$ cat config.mk
export PLATFORM = sky130hd
export DESIGN_NAME = kms_ctrl
export DESIGN_NICKNAME = d
export VERILOG_FILES = /design/src/sv/kms_pkg.sv /design/src/sv/kms_ctrl.sv
export SDC_FILE = /design/constraint.sdc
export NUM_CORES = 1
export LEC_CHECK = 0
export BUFFER_PORTS_ARGS = -buffer_cell sky130_fd_sc_hd__buf_2
export CAP_MARGIN = 25
export CORE_AREA = 3 3 40 42
export DETAILED_ROUTE_END_ITERATION = 16
export DIE_AREA = 0 0 43 45
export GPL_ROUTABILITY_DRIVEN = 1
export PLACE_DENSITY_LB_ADDON = 0.05
export SLEW_MARGIN = 10
export SYNTH_ARGS = -nofsm -noshare
export SYNTH_HDL_FRONTEND = slang
export SYNTH_SLANG_ARGS = --single-unit
$ cat constraint.sdc
create_clock -name clk -period 3.5 [get_ports clk]
set_input_delay 0.525 -clock clk [delete_from_list [all_inputs] [get_ports clk]]
set_output_delay 0.525 -clock clk [all_outputs]
set_load 0.01 [all_outputs]
$ cat src/sv/kms_pkg.sv
// Shared types, operation codes and controller/datapath interface for the keyframe sequencer.
`default_nettype none

package kms_pkg;

    localparam int KMS_JOINTS = 18;
    localparam int KMS_FRAMES = 64;

    localparam logic [2:0] OP_SELECT = 3'd0;
    localparam logic [2:0] OP_CLEAR  = 3'd1;
    localparam logic [2:0] OP_WRITE  = 3'd2;
    localparam logic [2:0] OP_LINK   = 3'd3;
    localparam logic [2:0] OP_WAIT   = 3'd4;
    localparam logic [2:0] OP_START  = 3'd5;
    localparam logic [2:0] OP_STOP   = 3'd6;
    localparam logic [2:0] OP_TICK   = 3'd7;

    typedef struct packed {
        logic [2:0]         operation;
        logic signed [15:0] frame_number;
        logic [7:0]         joint;
        logic [15:0]        position;
        logic [15:0]        speed;
        logic [15:0]        wait_ms;
        logic [31:0]        now_ms;
    } req_t;

    typedef struct packed {
        logic [7:0]  cmd_joint;
        logic [15:0] cmd_position;
        logic [15:0] cmd_speed;
        logic        last_command;
    } cmd_t;

    typedef struct packed {
        logic sweep;
        logic capture;
        logic select;
        logic mask_clear;
        logic mask_rd_edit;
        logic mask_set;
        logic ps_write;
        logic link_write;
        logic wait_write;
        logic start;
        logic stop;
        logic frame_rd;
        logic advance;
        logic mask_rd_play;
        logic mask_load;
        logic scan_step;
        logic emit;
    } ctl_t;

    typedef struct packed {
        logic       sweep_done;
        logic [2:0] op;
        logic       fnum_ok;
        logic       joint_ok;
        logic       play_valid;
        logic       advance_ok;
        logic       mask_empty;
        logic       pend_last;
        logic       out_free;
    } sts_t;

endpackage

`default_nettype wire

$ cat src/sv/kms_ctrl.sv
// Controller state machine: sequences table sweeps, edits, playback and command emission.
`default_nettype none

module kms_ctrl (
    input  wire logic          clk,
    input  wire logic          rst_n,
    input  wire logic          req_valid,
    output logic               req_stall,
    input  wire kms_pkg::sts_t sts,
    output kms_pkg::ctl_t      ctl
);
    import kms_pkg::*;

    localparam logic [3:0] ST_SWEEP   = 4'd0;
    localparam logic [3:0] ST_IDLE    = 4'd1;
    localparam logic [3:0] ST_EXEC    = 4'd2;
    localparam logic [3:0] ST_JWRITE  = 4'd3;
    localparam logic [3:0] ST_TICK    = 4'd4;
    localparam logic [3:0] ST_MASK_RD = 4'd5;
    localparam logic [3:0] ST_MASK_LD = 4'd6;
    localparam logic [3:0] ST_SCAN    = 4'd7;
    localparam logic [3:0] ST_EMIT    = 4'd8;

    logic [3:0] state_reg, state_next;

    assign req_stall = (state_reg != ST_IDLE);

    always_comb
    begin
        state_next = state_reg;
        ctl        = '0;
        case (state_reg)
            ST_SWEEP:
            begin
                if (sts.sweep_done)
                begin
                    state_next = ST_IDLE;
                end
                else
                begin
                    ctl.sweep = 1'b1;
                end
            end
            ST_IDLE:
            begin
                if (req_valid)
                begin
                    ctl.capture = 1'b1;
                    state_next  = ST_EXEC;
                end
            end
            ST_EXEC:
            begin
                state_next = ST_IDLE;
                case (sts.op)
                    OP_SELECT: ctl.select     = sts.fnum_ok;
                    OP_CLEAR:  ctl.mask_clear = 1'b1;
                    OP_WRITE:
                    begin
                        if (sts.joint_ok)
                        begin
                            ctl.ps_write     = 1'b1;
                            ctl.mask_rd_edit = 1'b1;
                            state_next       = ST_JWRITE;
                        end
                    end
                    OP_LINK:   ctl.link_write = 1'b1;
                    OP_WAIT:   ctl.wait_write = 1'b1;
                    OP_START:
                    begin
                        if (sts.fnum_ok)
                        begin
                            ctl.start  = 1'b1;
                            state_next = ST_MASK_RD;
                        end
                    end
                    OP_STOP:   ctl.stop = 1'b1;
                    OP_TICK:
                    begin
                        if (sts.play_valid)
                        begin
                            ctl.frame_rd = 1'b1;
                            state_next   = ST_TICK;
                        end
                    end
                    default: ;
                endcase
            end
            ST_JWRITE:
            begin
                // merge the new joint into the frame's set mask
                ctl.mask_set = 1'b1;
                state_next   = ST_IDLE;
            end
            ST_TICK:
            begin
                if (sts.advance_ok)
                begin
                    ctl.advance = 1'b1;
                    state_next  = ST_MASK_RD;
                end
                else
                begin
                    state_next = ST_IDLE;
                end
            end
            ST_MASK_RD:
            begin
                ctl.mask_rd_play = 1'b1;
                state_next       = ST_MASK_LD;
            end
            ST_MASK_LD:
            begin
                ctl.mask_load = 1'b1;
                state_next    = ST_SCAN;
            end
            ST_SCAN:
            begin
                if (sts.mask_empty)
                begin
                    state_next = ST_IDLE;
                end
                else
                begin
                    ctl.scan_step = 1'b1;
                    state_next    = ST_EMIT;
                end
            end
            ST_EMIT:
            begin
                // hold until the output register frees up
                if (sts.out_free)
                begin
                    ctl.emit   = 1'b1;
                    state_next = sts.pend_last ? ST_IDLE : ST_SCAN;
                end
            end
            default:
            begin
                state_next = ST_IDLE;
            end
        endcase
    end

    always_ff @(posedge clk or negedge rst_n)
    begin
        if (!rst_n)
        begin
            state_reg <= ST_SWEEP;
        end
        else
        begin
            state_reg <= state_next;
        end
    end

endmodule

`default_nettype wire

# Word level (Yosys, flattened, before mapping)
# Cells that the tools add are included.
totals:
  out_inout_bits: 18
  input_bits: 14
  word_cells: 60
  regBits: 4
op_classes:
  n_reduce_logical: 3
  n_eq_ne: 19
  n_mux: 37
op_table:
  columns: ["cell", "n"]
  rows:
  - ["4-bit one-hot mux with 8 select lines", 1]
  - ["1-bit two-way mux", 24]
  - ["4-bit by 3-bit equality test with 1-bit output, second input constant", 4]
  - ["4-bit two-way mux", 4]
  - ["3-bit two-way mux", 5]
  - ["3-bit equality test, second input constant", 4]
  - ["4-bit one-hot mux with 3 select lines", 1]
  - ["4-bit by 2-bit equality test with 1-bit output, second input constant", 2]
  - ["3-bit by 2-bit equality test with 1-bit output, second input constant", 2]
  - ["6-bit two-way mux", 1]
  - ["2-bit inequality test, second input constant", 3]
  - ["4-bit by 1-bit equality test with 1-bit output, second input constant", 1]
  - ["4-bit equality test, second input constant", 1]
  - ["4-bit zero test", 1]
  - ["4-bit by 1-bit inequality test with 1-bit output, second input constant", 1]
  - ["3-bit by 1-bit equality test with 1-bit output, second input constant", 1]
  - ["3-bit zero test", 1]
  - ["3-bit AND reduction", 1]
  - ["2-bit two-way mux", 1]

# Logic depth before layout (Yosys ltp)
depth:
  depth_word: 3
  ltp_mapped: 6
  ltp_nobuf: 4

# Worst setup path after synthesis
# No wires, ideal clock.
synth_path:
  kind: "reg2out"
  startpoint: "register state_reg[0]"
  endpoint: "output ctl[12] (netlist bit)"
  t_required_ns: 2.975
  path_slack_ns: 1.615
  arrival_ns: 1.360
  n_path_buf: 2
  stages_incl_launch_ff: 7
  path_cell_list: "dfrtp_1 -> buf_6 -> nand2b_2 -> nor4_1 -> nand3_1 -> inv_1 -> buf_4"
synth_rtl:
  columns: ["element", "line_no", "text"]
  rows:
  - ["from (decl)", "kms_ctrl.sv:24", "logic [3:0] state_reg, state_next;"]
  - ["from (signal assigned)", "kms_ctrl.sv:153", "state_reg <= state_next;"]
  - ["to (decl)", "kms_ctrl.sv:10", "output kms_pkg::ctl_t ctl"]

==> out/qor.txt <==
RUN STATUS
-------------------------------------------------------------------------------------
Run status                                                               finished clean

CLOCK NETWORK
-------------------------------------------------------------------------------------
Count of H-tree levels built during CTS                                             1
Number of gates given a new drive strength after cts                                0
Clock Latency Late Sink                                                       0.23 ns
Number of buffers created by CTS                                                    3
Number of post-CTS setup repair buffers                                             0
Longest Clk Path Bufs                                                               2
Clock tree from TritonCTS                                                        done
CTS Root Cell                                                            sky130_fd_sc_hd__clkbuf_4
CTS sink count                                                                      4
# hold bufs at CTS                                                                  0
Worst-path clk slew                                                           0.04 ns

FLOORPLAN
-------------------------------------------------------------------------------------
Standard-cell row count                                                            13
Effective utilization at floorplan                                              35.4%
Horizontal die dimension                                                        43 um
Die span in y                                                                   45 um
Number of primary I/O pins                                                         32
Core ar.                                                                 0.00128 sq mm
Die outline area                                                         0.00194 sq mm

ROUTING
-------------------------------------------------------------------------------------
Post-detailed-route wirelength per cell                                       11.6 um
Via-per-instance ratio                                                           5.16
DR DRC count                                                                        0
Count of TritonRoute iterations in the first routing pass                           4
Total routed wirelength                                                       1270 um
Drt first-iter violations                                                           4
Via count                                                                         568
Count of antenna-violating nets left after detailed routing                         0

GLOBAL ROUTING
-------------------------------------------------------------------------------------
GR Layer Usage met1                                                             18.9%
Total congestion overflow                                                           0
Wire length of the first global-routing pass                                  2080 um
Pin count of the biggest net entering global routing                               13
GRT Resource Usage Total                                                        14.4%
Met2 layer usage reported by global route                                       21.3%
Antenna violations before repair                                                    0
Most heavily used metal layer in global routing                                  met2
Number of global-route vias before repair                                         502
Met3 track demand over resource in global routing                               3.59%

STA
-------------------------------------------------------------------------------------
Number of endpoints with negative hold slack in the final report                    0
Setup repair after global routing missed its margin                                no
Clock period minus final worst setup slack                                    2.26 ns
Post-route clock period utilization                                             64.6%
Worst Tran Pin Value                                                         0.508 ns
Maximum clock frequency                                                       442 MHz
Worst Setup Slack, final                                                      1.24 ns
Worst clock skew                                                           0.00340 ns
Max-slew violation count                                                            0
# setup viols final                                                                 0
Worst slew margin relative to its limit                                         65.8%
Setup TNS after final layout                                                     0 ns

PLACEMENT
-------------------------------------------------------------------------------------
Worst Setup Slack post-DPL                                                    1.47 ns
Post-detail-place hpwl                                                        1020 um
Port bufs                                                                          31
Routability Congestion                                                          0.798

CRITICAL PATH
-------------------------------------------------------------------------------------
Max Fanout on Critical Path                                                        10
Endpoint arrival time on the critical path                                    1.74 ns
Worst reg2reg path endpoint                                              state_reg[1]
R2R depth                                                                           4
Minimum setup slack among reg-to-reg paths                                    1.93 ns
CP cell instances                                                        nand2b_2 > nor4_1 > nand3_1 > inv_1 > buf_2
Crit path kind                                                           flip-flop to primary output
Startpoint kind of the worst setup timing path                              flip-flop
Required time at the endpoint of the critical path                            2.97 ns
Reg-to-reg startpoint                                                    state_reg[0]
Type of destination of the critical path                                 primary output
Slowest cell on the critical path                                        sky130_fd_sc_hd__dfrtp_1
Largest stage delay, worst path                                               0.45 ns

FINISH
-------------------------------------------------------------------------------------
Antenna diode instance count                                                        0
Net total in the final layout                                                     111
Highest-count cells in the layout ignoring fill and taps                 31 x sky130_fd_sc_hd__buf_2, 8 x sky130_fd_sc_hd__nor2_1, 5 x sky130_fd_sc_hd__inv_1, 5 x sky130_fd_sc_hd__and3_1
Largest register FFs                                                                4
Layout cells sized above 1                                                      38.9%
Filler cell count in the final layout                                             137
Most frequent standard cell in the layout excluding fill and tap cells   sky130_fd_sc_hd__buf_2
Area added between synthesis and finish                                         36.8%

FLOW RUN
-------------------------------------------------------------------------------------
MaxCap Viol Count                                                                   0

LOGIC SYNTHESIS
-------------------------------------------------------------------------------------
Share of flip-flops with an asynchronous set or reset                            100%
Flip-flop and latch count after synthesis                                           4
Gate Count Post-Synth                                                              65
Synthesized area divided by synthesized cell count                         7.01 sq um
Most used flip-flop cell after synthesis                                 sky130_fd_sc_hd__dfrtp_1
Leading post-synthesis cells by cell area                                sky130_fd_sc_hd__dfrtp_1 22%, sky130_fd_sc_hd__and3_1 6.9%, sky130_fd_sc_hd__nor2_1 6.6%, sky130_fd_sc_hd__nor3_1 4.4%, sky130_fd_sc_hd__a31oi_1 4.1%
Number of enable flip-flop cells after synthesis                                    0
Cell area after technology mapping                                          455 sq um
Ys Warns                                                                            0
Post-synthesis cell type with the largest combined area                  sky130_fd_sc_hd__dfrtp_1
Post-Synthesis Net Count                                                           79
Netlist cell types                                                                 28
Proportion of synthesized chip area in sequential cells                         22.0%
Proportion of netlist area held by the largest area contributor                 22.0%

POWER AND IR DROP
-------------------------------------------------------------------------------------
Power per Cell Area                                                       438 mW/mm^2
VDD IR-drop max                                                            0.000211 V
P_leak                                                                    0.000360 uW

MIN PATH
-------------------------------------------------------------------------------------
Worst min path class                                                     input port to asynchronous set/reset pin

## metal layers
layer	routed length, um	vias up
met3	129	4
met5	0	-
met1	546	241
met4	29	0
li1	-	292
met2	567	31
## synthesized netlist by cell type, types with 2 or more instances
cell,count
sky130_fd_sc_hd__nand3_1,3
sky130_fd_sc_hd__a21oi_1,2
sky130_fd_sc_hd__buf_2,2
sky130_fd_sc_hd__nand2b_1,2
sky130_fd_sc_hd__nor2_1,8
sky130_fd_sc_hd__and2_1,3
sky130_fd_sc_hd__nand2_1,3
sky130_fd_sc_hd__nor2b_1,3
sky130_fd_sc_hd__inv_1,5
sky130_fd_sc_hd__a31oi_1,3
sky130_fd_sc_hd__and3_1,5
sky130_fd_sc_hd__dfrtp_1,4
sky130_fd_sc_hd__nor3_1,4
sky130_fd_sc_hd__o21ai_0,3
sky130_fd_sc_hd__nand3b_1,2
## logic make-up (layout without fill, tap and decap cells)
kind of cell    after synthesis  in the layout  synth area share [%]
compound gates               11             11                  14.3
buf+inv                       9             39                  10.4
flops                         4              4                  22.0
mux                           1              1                  2.20
simple gates                 40             40                  51.1
## worst max-delay path by stage
stage / startpoint / slack, ns / to / cells past startpoint
3_3_place_gp: sts[9] / 1.55 / ctl[10] / 5
6_report: state_reg[0] / 1.24 / ctl[12] / 5
3_5_place_dp: sts[9] / 1.47 / ctl[12] / 5
4_1_cts: state_reg[0] / 1.21 / ctl[12] / 5
2_1_floorplan: state_reg[0] / 1.61 / ctl[12] / 6
5_1_grt: state_reg[0] / 0.94 / ctl[12] / 5
## power breakdown
part | internal (uW) | switching, uW
Clock | 38.3 | 18.0
Combinational | 58.3 | 74.3
Sequential | 57.8 | 25.9
Total | 154 | 118
## critical path: cells and delay by family (launching register included)
kind          cells  cell delay, ns
buf+inv           2            0.22
flops             1            0.45
simple gates      3            0.83
## area by class of cell
| type | count | area, sq um | share of cell area, % |
|---|---|---|---|
| Timing Repair Buffer | 31 | 155 | 24.9 |
| Clock buffer | 3 | 22.5 | 3.61 |
| Tap cell | 15 | 18.8 | 3.01 |
| Inverter | 5 | 18.8 | 3.01 |
| Sequential cell | 4 | 100 | 16.1 |
| Multi-Input combinational cell | 52 | 308 | 49.4 |
## through the flow
stage	util [%]	instances	area [sq um]	hold WS, ns	total power (uW)
after floorplan	-	65	455	0.229	177
after global placement	46.7	107	601	0.331	218
after detailed placement	46.7	107	601	0.334	216
after CTS	48.5	110	623	0.0825	276
after global routing	48.5	110	623	0.0843	295
final	48.5	110	623	0.0890	273
No activity file was read; power rests on OpenSTA's default activity.
